### src/rtl/rgbk_pkg.sv
// ----------------------------------------------------------------------------
// RGB 3x3 convolution package
// Shared widths, codes, reset values and payload types of the convolution block.
// ----------------------------------------------------------------------------
package rgbk_pkg;

    localparam int MAX_WIDTH_DEF = 1024;  // default line store depth
    localparam int MAX_HEIGHT    = 1024;  // largest frame height
    localparam int MIN_GEOM      = 3;     // smallest width or height
    localparam int GEOM_W        = 11;    // width of the geometry registers
    localparam int MODE_W        = 3;
    localparam int CFG_IDX_W     = 2;
    localparam int ROW_W         = 10;    // row position register
    localparam int POS_W         = 10;    // center_row and center_col
    localparam int SUM_W         = 12;    // signed channel sum
    localparam int CHAN_W        = 8;
    localparam int OUT_DEPTH     = 4;     // result queue entries

    localparam logic [MODE_W-1:0] MODE_RESET   = 3'd3;
    localparam logic [GEOM_W-1:0] WIDTH_RESET  = 11'd512;
    localparam logic [GEOM_W-1:0] HEIGHT_RESET = 11'd512;

    typedef enum logic [CFG_IDX_W-1:0] {
        CFG_MODE   = 2'd0,
        CFG_WIDTH  = 2'd1,
        CFG_HEIGHT = 2'd2
    } cfg_index_t;

    typedef enum logic [MODE_W-1:0] {
        MODE_BLUR     = 3'd0,
        MODE_SHARPEN  = 3'd1,
        MODE_SOBEL_H  = 3'd2,
        MODE_IDENTITY = 3'd3,
        MODE_EMBOSS   = 3'd4
    } filter_mode_t;

    typedef struct packed {
        logic [CHAN_W-1:0] blue;
        logic [CHAN_W-1:0] green;
        logic [CHAN_W-1:0] red;
    } pixel_t;

    // Position information that travels with a pixel down the pipeline.
    typedef struct packed {
        logic             emit;
        logic             last;
        logic [POS_W-1:0] center_col;
        logic [POS_W-1:0] center_row;
    } pos_meta_t;

    typedef struct packed {
        logic                    last;
        logic [POS_W-1:0]        center_col;
        logic [POS_W-1:0]        center_row;
        logic signed [SUM_W-1:0] blue_sum;
        logic signed [SUM_W-1:0] green_sum;
        logic signed [SUM_W-1:0] red_sum;
    } result_t;

endpackage

### src/rtl/rgbk_out_fifo.sv
// ----------------------------------------------------------------------------
// RGB 3x3 convolution result queue
// Small queue that holds finished results while the receiver stalls.
// ----------------------------------------------------------------------------
module rgbk_out_fifo
    import rgbk_pkg::*;
#(
    parameter int DEPTH  = OUT_DEPTH,
    localparam int PTR_W = (DEPTH > 1) ? $clog2(DEPTH) : 1,
    localparam int CNT_W = $clog2(DEPTH + 1)
) (
    input  logic              aclk,
    input  logic              aresetn,
    input  logic              push,
    input  result_t           push_data,
    input  logic              pop,
    output logic              out_valid,
    output result_t           out_data,
    output logic [CNT_W-1:0]  count
);
    result_t            entry_reg [DEPTH];
    logic [PTR_W-1:0]   wr_ptr_reg;
    logic [PTR_W-1:0]   rd_ptr_reg;
    logic [CNT_W-1:0]   count_reg;
    logic               do_pop;

    assign do_pop = pop && (count_reg != '0);

    always_ff @(posedge aclk) begin
        if (!aresetn) begin
            wr_ptr_reg <= '0;
            rd_ptr_reg <= '0;
            count_reg  <= '0;
        end else begin
            if (push) begin
                wr_ptr_reg <= (wr_ptr_reg == PTR_W'(DEPTH - 1)) ? '0 : wr_ptr_reg + 1'b1;
            end
            if (do_pop) begin
                rd_ptr_reg <= (rd_ptr_reg == PTR_W'(DEPTH - 1)) ? '0 : rd_ptr_reg + 1'b1;
            end
            if (push && !do_pop) begin
                count_reg <= count_reg + 1'b1;
            end else if (do_pop && !push) begin
                count_reg <= count_reg - 1'b1;
            end
        end
    end

    always_ff @(posedge aclk) begin
        if (push) begin
            entry_reg[wr_ptr_reg] <= push_data;
        end
    end

    assign out_valid = (count_reg != '0);
    assign out_data  = entry_reg[rd_ptr_reg];
    assign count     = count_reg;

endmodule

### config.mk
export PLATFORM = sky130hd
export DESIGN_NAME = rgbk_out_fifo
export DESIGN_NICKNAME = d
export VERILOG_FILES = /design/src/rtl/rgbk_pkg.sv /design/src/rtl/rgbk_out_fifo.sv
export SDC_FILE = /design/constraint.sdc
export NUM_CORES = 1
export LEC_CHECK = 0
export BUFFER_PORTS_ARGS = -buffer_cell sky130_fd_sc_hd__buf_2
export CAP_MARGIN = 20
export CORE_ASPECT_RATIO = 1.1
export CORE_MARGIN = 5
export CORE_UTILIZATION = 40
export CTS_CLUSTER_DIAMETER = 60
export DETAILED_ROUTE_END_ITERATION = 6
export GPL_ROUTABILITY_DRIVEN = 0
export PLACE_DENSITY = 0.67
export SLEW_MARGIN = 10
export SYNTH_ARGS = -nofsm -noshare
export SYNTH_HDL_FRONTEND = slang
export SYNTH_SLANG_ARGS = --single-unit
### constraint.sdc
create_clock -name aclk -period 3.6 [get_ports aclk]
set_clock_uncertainty 0.15 [all_clocks]
set_input_delay 0.72 -clock aclk [delete_from_list [all_inputs] [get_ports aclk]]
set_output_delay 0.72 -clock aclk [all_outputs]
set_load 0.01 [all_outputs]
Word-level counts from Yosys, hierarchy flattened
Memory sizes are Yosys's and may differ from the RTL's. A register that Yosys moved wholly into a read port is not among the register bits. Cells that the tools add are included.

RAM bits: 228. Register bits: 7. Memories kept: 1. Word-level logic and storage cells: 25.

Memory list: entry_reg (depth 4, bits a word 57, rd ports 1, clocked after memory_dff 1, write ports 1, line rgbk_out_fifo.sv:21) `result_t entry_reg [DEPTH];`.

Muxes and demuxes: 8. Eq/ne operators: 2. Reduce and logical (&&, ||, !) cells: 7. Add/subtract/negate cells: 4.

Operator list (count): $mux 2 (4); $mux 3 (2); $add 2x1->2 const B (2); $eq 2x2->1 const B (2); $add 3x1->3 const B (1); $logic_and 1x1->1 (3); $reduce_bool 3->1 (1); $sub 3x1->3 const B (1); $logic_not 1->1 (2); $mux 1 (2); $reduce_bool 2->1 (1).

Longest topological paths before layout
Depth after elaboration: 5. Depth in mapped cells: 7. Mapped depth without buffers: 7.

Worst setup path before layout
Ideal clock, no wire load.

Kind: input-to-reg. From: input push. To: memory entry_reg[0][0] (netlist bit), enable pin. Arrival time: 2.070 ns. Stages on the path: 1. Setup slack: 0.959 ns. Path through: and2_1.

Word-level cells in the longest chain between the ends: 2.

RTL lines: start: declaration (line rgbk_out_fifo.sv:14) `input logic push,`; $mux 1 (line rgbk_out_fifo.sv:50) `if (push) begin`; $mux 1 (implied by the code) (line rgbk_out_fifo.sv:51) `entry_reg[wr_ptr_reg] <= push_data;`; end: declaration (line rgbk_out_fifo.sv:21).

No other way between the ends.

==> flow_metrics.env <==
export IMPL_dr_wl_met2_microns=7980
export IMPL_maxSlewHeadroom_pct=38.1
export IMPL_dp_hpwl_microns=8810
export IMPL_ant_nets=0
export IMPL_cts_resized_gates=0
export IMPL_ys_top_cells_by_area="edfxtp_1 79%, mux4_2 15%, dfxtp_1 2.1%, ha_1 0.87%, buf_6 0.52%"
export IMPL_nNetsFinal=546
export IMPL_syn_area_per_cell_sq_um=25.3
export IMPL_cts_buffers=23
export IMPL_p_sw_mw=1.67
export IMPL_cp_start_kind="register"
export IMPL_max_freq_mhz=324
export IMPL_power_density_mw_per_mm2=673
export IMPL_final_common_cell="edfxtp_1"
export IMPL_p_leak_nw=3.49
export IMPL_synth_distinct_cells=22
export IMPL_cts_htree_levels=1
export IMPL_peakVddDrop_v=0.000437
export IMPL_cts_sinks=237
export IMPL_mostFrequentLayoutCells="228 x edfxtp_1, 121 x buf_2, 57 x mux4_2"
export IMPL_grt_start_max_net_pins=58
export IMPL_arrival_ps=2220
export IMPL_yosysTopAreaCell="edfxtp_1"
export IMPL_die_x_microns=150
export IMPL_drt_first_pass_iters=4
export IMPL_drv_slew=0
export IMPL_critPathCaptureType="primary output"
export IMPL_place_inst=743
export IMPL_grt_remaining_overflow=0
export IMPL_ff2ff_path_depth=7
export IMPL_placed_area_sq_mm=0.00960
export IMPL_path_max_fanout=22
export IMPL_io_buffers=121
export IMPL_p_int_mw=5.31
export IMPL_core_area_sq_mm=0.0214
export IMPL_start_util_pct=40.6
export IMPL_drt_iter0_drc=123
export IMPL_antenna_found_initial=2
export IMPL_synth_seq_cells=237
export IMPL_vias_per_cell=4.94
export IMPL_rrSetupSlack_ps=940
export IMPL_timing_rr_end="count[2]$_SDFFE_PN0P_"
export IMPL_grt_pass1_vias=4365
export IMPL_power_frac_seq_pct=47.9
export IMPL_route_detailed_drc=0
export IMPL_cts_hold_buf=0
export IMPL_postCtsSetupBuffers=0
export IMPL_drt_wl_total_microns=15400
export IMPL_outcome="finished clean"
export IMPL_regToRegStartpoint="count[0]$_SDFFE_PN0P_"
export IMPL_min_path_cells=1
export IMPL_min_period_over_period_pct=85.8
export IMPL_syn_nets=410
export IMPL_final_hold_viol_count=0
export IMPL_fin_crit_ps=3090
export IMPL_tightest_slew_ps=928
export IMPL_cts_buffer_depth=3
export IMPL_die_y_microns=164
export IMPL_fin_cells=785
export IMPL_synthCells=342
export IMPL_clock_tree_root_cell="clkbuf_16"
export IMPL_highest_layer="met5"
export IMPL_vias=3881
export IMPL_netSwitchingFraction_pct=23.9
export IMPL_fin_area_sq_mm=0.0104
export IMPL_largest_reg_flops=228
export IMPL_tritoncts="built"
export IMPL_crit_type="register to primary output"
export IMPL_grt_util_all_layers_pct=12.6
export IMPL_syn_area_sq_mm=0.00867
export IMPL_drive_gt1_share_pct=44.8
export IMPL_met3_length_microns=1030
export IMPL_clkTransAtPathRegs_ps=60
export IMPL_required_ps=2730
export IMPL_synth_top_area_share_pct=79.0
export IMPL_comb_power_share_pct=17.4
export IMPL_hp_class="input port to register"
export IMPL_setup_viol=0
export IMPL_insertion_delay_ps=500
export IMPL_syn2layout_area_growth_pct=19.6
export IMPL_clockPowerShare_pct=34.7
export IMPL_min_to="entry_reg[0][14]$_DFFE_PP_"
export IMPL_totalNegativeSetupSlack_ps=0
export IMPL_grt_pass1_wl_microns=23900
export IMPL_antennaDiodeCount=0
export IMPL_yosys_warnings=0
export IMPL_rows=56
export IMPL_rsz0062_at_grt="false"
export IMPL_seq_area_frac_synth_pct=81.1
export IMPL_wl_met1_microns=6130
export IMPL_cap_violations=0
export IMPL_die_area_sq_mm=0.0247
export IMPL_hold_start="push_data[14]"
export IMPL_ioPinCount=122
export IMPL_wl_per_cell_microns=19.6
## through the flow
stage	util [%]	hold WS (ps)	power (mW)	worst slack [ps]
floorplan	-	328	4.20	959
CTS	48.5	254	7.09	399
finish	48.5	276	6.98	511
detailed placement	44.9	378	4.67	850
global placement	44.9	338	4.64	938
global route	48.5	253	7.31	316
## Yosys cell counts
library cell and instances:
edfxtp_1 228, mux4_2 57, dfxtp_1 9, ha_1 6, and2_1 5, buf_2 4
buf_6 4, inv_1 3, mux2i_1 3, nor2b_1 3, o21ai_0 3, buf_4 2
clkbuf_1 2, nand2_1 2, nand3_1 2, nor2_1 2, or3_1 2, a21boi_0 1
fa_1 1, o31ai_1 1, xnor2_1 1, xor2_1 1
## power groups by stage
stage	clock network, mW	registers [mW]	logic, mW
3_5_place_dp	0	3.41	1.25
3_3_place_gp	0	3.40	1.24
4_1_cts	2.48	3.35	1.26
5_1_grt	2.61	3.37	1.33
2_1_floorplan	0	3.28	0.918
6_report	2.42	3.34	1.22
## layer usage
metal	vias to the layer above	track usage (%)
met1	2028	15.9
met5	-	0
met3	24	3.32
met4	4	2.79
met2	94	21.9
li1	1731	-
## critical path: stages (launching register included)
cell,delay (ps)
dfxtp_4,650
buf_4,350
mux4_2,540
buf_2,160
## final cells by class
class | count | area [sq um]
Multi-Input combinational cell | 90 | 1550
Timing Repair Buffer | 123 | 633
Tap cell | 290 | 363
Clock buffer | 31 | 646
Fill cell | 1765 | 11000
Clock inverter | 11 | 131
Inverter | 3 | 11.3
Sequential cell | 237 | 7030
## worst max path at each step
stage	from	to	slack [ps]	depth (start not counted)
4_1_cts	register	out_data[43]	400	3
3_5_place_dp	pop	count[2]$_SDFFE_PN0P_	850	8
3_3_place_gp	register	out_data[43]	940	3
2_1_floorplan	push	entry_reg[0][0]$_DFFE_PP_	960	1
5_1_grt	register	out_data[0]	320	3
6_report	register	out_data[47]	510	3
## cell families (layout without fill, tap and decap cells)
| group | count (synthesis) | after routing | synth area share (%) |
|---|---|---|---|
| and+or+nand+nor | 16 | 16 | 1.01 |
| xor gates and xnor gates | 2 | 2 | 0.202 |
| AOI/OAI and AO/OA | 5 | 5 | 0.346 |
| muxes | 60 | 60 | 15.2 |
| adders and majority gates | 7 | 7 | 1.10 |
| buffers and inverters | 15 | 168 | 1.14 |
| DFF | 237 | 237 | 81.1 |
(Power assumes the default switching activity.)
