## config.mk

```make
export PLATFORM = sky130hd
export DESIGN_NAME = rgbk_window
export DESIGN_NICKNAME = d
export VERILOG_FILES = /design/src/rtl/rgbk_pkg.sv /design/src/rtl/rgbk_window.sv
export SDC_FILE = /design/constraint.sdc
export NUM_CORES = 2
export LEC_CHECK = 0
export BUFFER_PORTS_ARGS = -buffer_cell sky130_fd_sc_hd__buf_2
export CORE_AREA = 2 2 368 370
export CTS_CLUSTER_DIAMETER = 50
export DETAILED_ROUTE_END_ITERATION = 7
export DIE_AREA = 0 0 370 372
export PLACE_DENSITY = 0.42
export SETUP_SLACK_MARGIN = 0.02
export SLEW_MARGIN = 30
export SYNTH_ARGS = -nofsm -noshare
export SYNTH_HDL_FRONTEND = slang
export SYNTH_SLANG_ARGS = --single-unit
```

## constraint.sdc

```tcl
create_clock -name aclk -period 13.5 [get_ports aclk]
set_input_delay 1.35 -clock aclk [delete_from_list [all_inputs] [get_ports aclk]]
set_output_delay 1.35 -clock aclk [all_outputs]
set_load 0.05 [all_outputs]
```

## src/rtl/rgbk_pkg.sv

```systemverilog
// ----------------------------------------------------------------------------
// RGB 3x3 convolution package
// Shared widths, codes, reset values and payload types of the convolution block.
// ----------------------------------------------------------------------------
package rgbk_pkg;

    localparam int MAX_WIDTH_DEF = 1024;  // default line store depth
    localparam int MAX_HEIGHT    = 1024;  // largest frame height
    localparam int MIN_GEOM      = 3;     // smallest width or height
    localparam int GEOM_W        = 11;    // width of the geometry registers
    localparam int MODE_W        = 3;
    localparam int CFG_IDX_W     = 2;
    localparam int ROW_W         = 10;    // row position register
    localparam int POS_W         = 10;    // center_row and center_col
    localparam int SUM_W         = 12;    // signed channel sum
    localparam int CHAN_W        = 8;
    localparam int OUT_DEPTH     = 4;     // result queue entries

    localparam logic [MODE_W-1:0] MODE_RESET   = 3'd3;
    localparam logic [GEOM_W-1:0] WIDTH_RESET  = 11'd512;
    localparam logic [GEOM_W-1:0] HEIGHT_RESET = 11'd512;

    typedef enum logic [CFG_IDX_W-1:0] {
        CFG_MODE   = 2'd0,
        CFG_WIDTH  = 2'd1,
        CFG_HEIGHT = 2'd2
    } cfg_index_t;

    typedef enum logic [MODE_W-1:0] {
        MODE_BLUR     = 3'd0,
        MODE_SHARPEN  = 3'd1,
        MODE_SOBEL_H  = 3'd2,
        MODE_IDENTITY = 3'd3,
        MODE_EMBOSS   = 3'd4
    } filter_mode_t;

    typedef struct packed {
        logic [CHAN_W-1:0] blue;
        logic [CHAN_W-1:0] green;
        logic [CHAN_W-1:0] red;
    } pixel_t;

    // Position information that travels with a pixel down the pipeline.
    typedef struct packed {
        logic             emit;
        logic             last;
        logic [POS_W-1:0] center_col;
        logic [POS_W-1:0] center_row;
    } pos_meta_t;

    typedef struct packed {
        logic                    last;
        logic [POS_W-1:0]        center_col;
        logic [POS_W-1:0]        center_row;
        logic signed [SUM_W-1:0] blue_sum;
        logic signed [SUM_W-1:0] green_sum;
        logic signed [SUM_W-1:0] red_sum;
    } result_t;

endpackage

```

## src/rtl/rgbk_window.sv

```systemverilog
// ----------------------------------------------------------------------------
// RGB 3x3 convolution window
// Holds the 3x3 pixel window and forms the three kernel sums of its center.
// ----------------------------------------------------------------------------
module rgbk_window
    import rgbk_pkg::*;
(
    input  logic              aclk,
    input  logic              aresetn,
    input  logic [MODE_W-1:0] filter_mode,
    input  logic              shift_valid,
    input  pixel_t            up_pix,
    input  pixel_t            mid_pix,
    input  pixel_t            new_pix,
    input  pos_meta_t         shift_meta,
    output logic              push,
    output result_t           push_data
);
    pixel_t    win_reg [9];
    logic      c_valid_reg;
    pos_meta_t c_meta_reg;

    logic [8:0][CHAN_W-1:0] red_v;
    logic [8:0][CHAN_W-1:0] green_v;
    logic [8:0][CHAN_W-1:0] blue_v;

    // Integer weights; modes without a kernel of their own act as identity.
    function automatic logic signed [3:0] tap_weight(input logic [MODE_W-1:0] mode,
                                                      input int k);
        logic signed [3:0] w;
        w = 4'sd0;
        case (mode)
            MODE_SHARPEN: begin
                case (k)
                    1, 3, 5, 7: w = -4'sd1;
                    4:          w = 4'sd5;
                    default:    w = 4'sd0;
                endcase
            end
            MODE_SOBEL_H: begin
                case (k)
                    0, 2:    w = 4'sd1;
                    1:       w = 4'sd2;
                    6, 8:    w = -4'sd1;
                    7:       w = -4'sd2;
                    default: w = 4'sd0;
                endcase
            end
            MODE_EMBOSS: begin
                case (k)
                    0:          w = -4'sd2;
                    1, 3:       w = -4'sd1;
                    4, 5, 7:    w = 4'sd1;
                    8:          w = 4'sd2;
                    default:    w = 4'sd0;
                endcase
            end
            default: begin
                w = (k == 4) ? 4'sd1 : 4'sd0;
            end
        endcase
        return w;
    endfunction

    // Blur weights 1, 2 and 4 sixteenths become right shifts of 4, 3 and 2.
    function automatic int blur_shift(input int k);
        int s;
        case (k)
            4:          s = 2;
            1, 3, 5, 7: s = 3;
            default:    s = 4;
        endcase
        return s;
    endfunction

    function automatic logic signed [SUM_W-1:0] chan_sum(input logic [MODE_W-1:0] mode,
                                                          input logic [8:0][CHAN_W-1:0] v);
        logic signed [SUM_W-1:0] acc;
        logic signed [SUM_W-1:0] term;
        acc = '0;
        for (int k = 0; k < 9; k++) begin
            if (mode == MODE_BLUR) begin
                term = $signed({{(SUM_W-CHAN_W){1'b0}}, v[k] >> blur_shift(k)});
            end else begin
                term = $signed({{(SUM_W-CHAN_W){1'b0}}, v[k]}) * tap_weight(mode, k);
            end
            acc = acc + term;
        end
        return acc;
    endfunction

    always_ff @(posedge aclk) begin
        if (!aresetn) begin
            for (int i = 0; i < 9; i++) begin
                win_reg[i] <= '0;
            end
            c_valid_reg <= 1'b0;
        end else begin
            c_valid_reg <= shift_valid && shift_meta.emit;
            if (shift_valid) begin
                for (int r = 0; r < 3; r++) begin
                    win_reg[r*3]   <= win_reg[r*3+1];
                    win_reg[r*3+1] <= win_reg[r*3+2];
                end
                win_reg[2] <= up_pix;
                win_reg[5] <= mid_pix;
                win_reg[8] <= new_pix;
            end
        end
    end

    always_ff @(posedge aclk) begin
        if (shift_valid) begin
            c_meta_reg <= shift_meta;
        end
    end

    always_comb begin
        for (int k = 0; k < 9; k++) begin
            red_v[k]   = win_reg[k].red;
            green_v[k] = win_reg[k].green;
            blue_v[k]  = win_reg[k].blue;
        end
        push_data.red_sum    = chan_sum(filter_mode, red_v);
        push_data.green_sum  = chan_sum(filter_mode, green_v);
        push_data.blue_sum   = chan_sum(filter_mode, blue_v);
        push_data.center_row = c_meta_reg.center_row;
        push_data.center_col = c_meta_reg.center_col;
        push_data.last       = c_meta_reg.last;
    end

    assign push = c_valid_reg;

endmodule

```

After elaboration in Yosys (flattened, before gate mapping) --
Memory sizes are Yosys's and may differ from the RTL's. Index checks and enable logic that the tools add are counted.
Storage, ports and cells: memories kept 1, logic and storage cells 159, flip-flop bits (word level) 22, input bits 100, bits in writable memories 216
Operators by class: eq/ne operators 3, mux-type cells 61, reductions and logical operators 3, $mul 27, bitwise operators 9, $add $sub $neg 24, shift operators 27
Memory list:
- win_reg | words 9, bits a word 24, read ports 9, clocked after memory_dff 0, wr ports 9, line rgbk_window.sv:19 | pixel_t win_reg [9];
Operators by type and width (number):
- $shr 8x32->8 | 27
- $mul 9x4->12 | 27
- $mux 12 | 27
- $add 12x12->12 | 24
- $mux 24 | 9
- $mux 32 | 3
- $mux 4 | 11
- $pmux 4 s2 | 4
- $pmux 4 s3 | 1
- $or 1x1->1 | 9
- $pmux 3 s2 | 1
- $mux 1 | 5
- $eq 3x1->1 const B | 1
- $eq 3x2->1 const B | 1
- $eq 3x3->1 const B | 1
- $logic_not 3->1 | 1
- $reduce_or 2->1 | 1
- $logic_and 1x1->1 | 1

Logic depth before layout (Yosys ltp) --
word-level depth 14, mapped depth 36, gate-level depth less buffers 34

Worst setup path before layout --
OpenSTA, ideal clock, no wires.
path kind input to output, from input filter_mode[0], to output push_data[23] (netlist bit), data required time 12.150 ns, setup slack 2.481 ns, arrival 9.669 ns, stages 33, buffers on the path 3, cells stage by stage clkbuf_1 > or3b_2 > inv_1 > nor2_1 > inv_1 > clkbuf_1 > clkbuf_1 > nand2_1 > fa_1 > fa_1 > inv_1 > fa_1 > ha_1 > a21o_1 > a21oi_1 > o21bai_1 > a21oi_1 > o21bai_1 > a21oi_1 > xnor2_1 > nand2_1 > fa_1 > inv_1 > fa_1 > inv_1 > fa_1 > fa_1 > inv_1 > ha_1 > a21oi_1 > nand2_1 > xnor2_1 > xnor2_1
RTL lines:
- from (decl) | line rgbk_window.sv:10 | input logic [MODE_W-1:0] filter_mode,
- to (decl) | line rgbk_window.sv:17 | output result_t push_data

==> metrics.md <==
| Metric | Value |
|---|---|
| Initial Util | `27.67%` |
| CTS root buffer | `clkbuf_16` |
| Mapped Area | `37,160 µm²` |
| CP Class | `in2out` |
| Global route overflow | `0` |
| Area of the multi-input gates | `27,280 µm²` |
| Fraction of registers with async set/reset | `0%` |
| Average vias per placed instance | `4.532` |
| Post-cts repair resize count | `0` |
| Postcts setup bufs | `0` |
| Total CTS buffers | `52` |
| Count of final hold-check violations | `0` |
| CP dominant cell by count | `fa_1` |
| Startpoint types | `input pin` |
| Worst Path Arrival | `10.47 ns` |
| Layout cells sized above 1 | `7.562%` |
| CTS tree | `done` |
| Worst-Margin Slew | `1.009 ns` |
| Switch share | `57.23%` |
| Sequential Power Share | `12.3%` |
| Largest net degree at the start of global routing | `175` |
| CP Buf/Inv Count | `8` |
| Switching power | `4.404 mW` |
| Port Buffer Count | `157` |
| Hold WS | `0.5938 ns` |
| Tot GR Track Use | `16.48%` |
| Yosys reg bits | `238` |
| Final Wtd Congestion | `0.8286` |
| Inst Count DP | `5,637` |
| Status | `finished clean` |
| First-pass GRT wire length | `172,000 µm` |
| Clock skew | `0.03854 ns` |
| Unrepaired setup endpoints after global routing | `no` |
| Final WL | `110,500 µm` |
| Sequential area share after synthesis | `19.20%` |
| Area grow syn2layout | `12.45%` |
| Critical Path Fanout Max | `41` |
| Vias in the first global route | `27.92k` |
| Hold Path Class | `reg2reg` |
| Die H | `372 µm` |
| Post-route minimum period | `11.82 ns` |
| I/O pin count | `158` |
| Synthesized Nets | `4,957` |
| WL per Instance | `19.26 µm` |
| Max Slew Vio Count | `0` |
| Final setup TNS | `0 ns` |
| Core Region | `134,300 µm²` |
| Clk_lat worst skew | `0.66 ns` |
| Post-cts hold buffer count | `0` |
| CTS sink count | `238` |
| Critical path required time | `12.15 ns` |
| Pint | `3.291 mW` |
| Final HPWL DP | `88,250 µm` |
| Final ANT Viol Nets | `0` |
| # H-tree levels | `2` |
| Drt first pass iters | `5` |
| Seq. cell area | `7137 µm²` |
| Final Worst Setup Slack | `1.677 ns` |
| Post-synth EDFFs | `237` |
| Clock-pin slew on the worst setup and hold paths | `0.05 ns` |
| Fin nets | `5,053` |
| Fin crit share | `87.57%` |
| CTS Buffer Depth | `3` |
| Mean Syn Cell Area | `9.741 µm²` |
| Max-slew headroom | `32.72%` |
| Ys Warns | `0` |
| Worst Setup End Kind | `primary output` |
| Die Span X | `370 µm` |
| Num rows | `135` |
| Max-Cap Viols | `0` |
| CP max stage cell | `fa_1` |
| Number of flip-flops in the largest register | `216` |
| P_leak | `23.30 nW` |
| Worst VDD drop | `567.3 µV` |
| Pwr/cell area | `184.1 nW/µm²` |
| Vias | `26.01k` |
| Top delay family on crit path | `adder cells` |
| Critical path's largest stage delay | `0.61 ns` |
| Count of cell types in the netlist | `53` |
| Final setup fails | `0` |
| Die area | `137,600 µm²` |
| 1st-iter DRT viols | `1,357` |
| Fillers | `14.10k` |
| Post-Synthesis Cells | `3,815` |
| # DRC | `0` |
| Synth Flop Type | `edfxtp_1` |
| FMAX | `84.58 MHz` |
| Antenna violations before repair | `5` |
| Part of the power in the clock network | `17.3%` |
| Non-Filler Instances | `5,738` |
| Pre-CTS WS | `1.629 ns` |
| Power share of the combinational group | `70.4%` |
==> synthesized netlist by cell type, types with 3 or more instances <==
cell type	instances	area share (%)
a211oi_1	11	0.22
a21o_1	53	1.1
a21oi_1	139	1.9
a22oi_1	12	0.24
a31oi_1	7	0.12
and2_1	139	2.3
and3_1	269	4.5
buf_1	6	0.061
clkbuf_1	137	1.4
edfxtp_1	237	19
fa_1	484	26
ha_1	558	19
inv_1	596	6.0
mux2_2	5	0.15
mux2i_1	42	1.1
nand2_1	369	3.7
nand2b_1	103	1.7
nand3_1	5	0.067
nor2_1	219	2.2
nor2b_1	14	0.24
nor3_1	15	0.20
nor4_1	4	0.067
o2111a_1	3	0.091
o211ai_1	4	0.081
o21a_1	7	0.14
o21ai_0	51	0.69
o21bai_1	60	1.2
o22ai_1	5	0.084
or3b_2	3	0.071
or4_1	8	0.16
xnor2_1	174	4.1
xnor3_1	5	0.30
xor2_1	47	1.1
==> final cells by class <==
cell class,count,area share (%)
timing repair buffer,187,2.623
antenna,3,0.01796
clock inverter,40,1.141
multi-input combinational,2836,65.29
sequential,238,17.08
tap,1781,5.332
inverter,596,5.359
clock buffer,57,3.159
==> final timing paths <==
kind / from / depth (start not counted) / slack [ns] / to
setup / recovery: filter_mode[0] / 30 / 1.68 / push_data[35]
hold / removal: win_reg[0][57] / 1 / 0.59 / win_reg[0][33]
setup reg to reg: win_reg[0][214] / 1 / 12.40 / win_reg[0][190]
hold reg to reg: win_reg[0][57] / 1 / 0.59 / win_reg[0][33]
==> routing by layer <==
layer	vias up	share of wire (%)	global-route usage [%]
met1	12850	51	24.56
met3	95	4.0	2.406
met5	-	0.019	0
li1	12640	-	-
met4	4	1.7	3.010
met2	420	43	25.29
==> through the flow <==
step	total power, mW	utilization, %	instance area, µm²
after global placement	6.448	29.76	39960
after global routing	8.311	31.11	41780
after detailed placement	6.440	29.76	39960
after CTS	7.839	31.09	41760
final	7.695	31.12	41790
after floorplan	4.955	-	37160
==> cell usage in the layout (no fill, tap or decap), types with 5 or more instances in the layout <==
cell,Yosys,final
xor2_1,47,47
nor2_1,219,215
o21ai_0,51,50
and3_1,269,269
buf_4,1,26
bufinv_16,0,6
a21oi_1,139,139
o21a_1,7,7
clkinv_4,0,7
edfxtp_1,237,237
or4_1,8,8
xnor2_1,174,174
a211oi_1,11,11
fa_1,484,484
nand3_1,5,5
mux2_2,5,5
nor3_1,15,15
clkbuf_1,137,5
a21o_1,53,53
o21bai_1,60,60
ha_1,558,558
buf_2,1,154
o22ai_1,5,5
a22oi_1,12,12
nand2b_1,103,102
and2_1,139,139
clkinvlp_4,0,5
inv_1,596,593
xnor3_1,5,5
mux2i_1,42,42
inv_6,0,11
a31oi_1,7,7
nor2b_1,14,14
clkbuf_16,0,52
nand2_1,369,368
==> cells by family (layout without fill, tap and decap cells) <==
family / Yosys count / after routing / share of synthesized area [%]
and+or+nand+nor: 1157 / 1157 / 15.53
xor gates and xnor gates: 226 / 226 / 5.511
adders and majority gates: 1042 / 1042 / 44.86
other: 0 / 3 / 0
buffers and inverters: 741 / 880 / 7.498
muxes: 47 / 47 / 1.283
DFF: 238 / 238 / 19.20
AOI/OAI and AO/OA: 364 / 364 / 6.114
==> power by group through the flow <==
stage,combinational (mW),sequential [mW],clock (mW)
4_1_cts,5.52,0.944,1.37
3_3_place_gp,5.49,0.959,0
2_1_floorplan,4.02,0.939,0
3_5_place_dp,5.48,0.956,0
6_report,5.42,0.943,1.33
5_1_grt,5.96,0.951,1.40
Note: power is estimated with default switching activity, not from simulation.
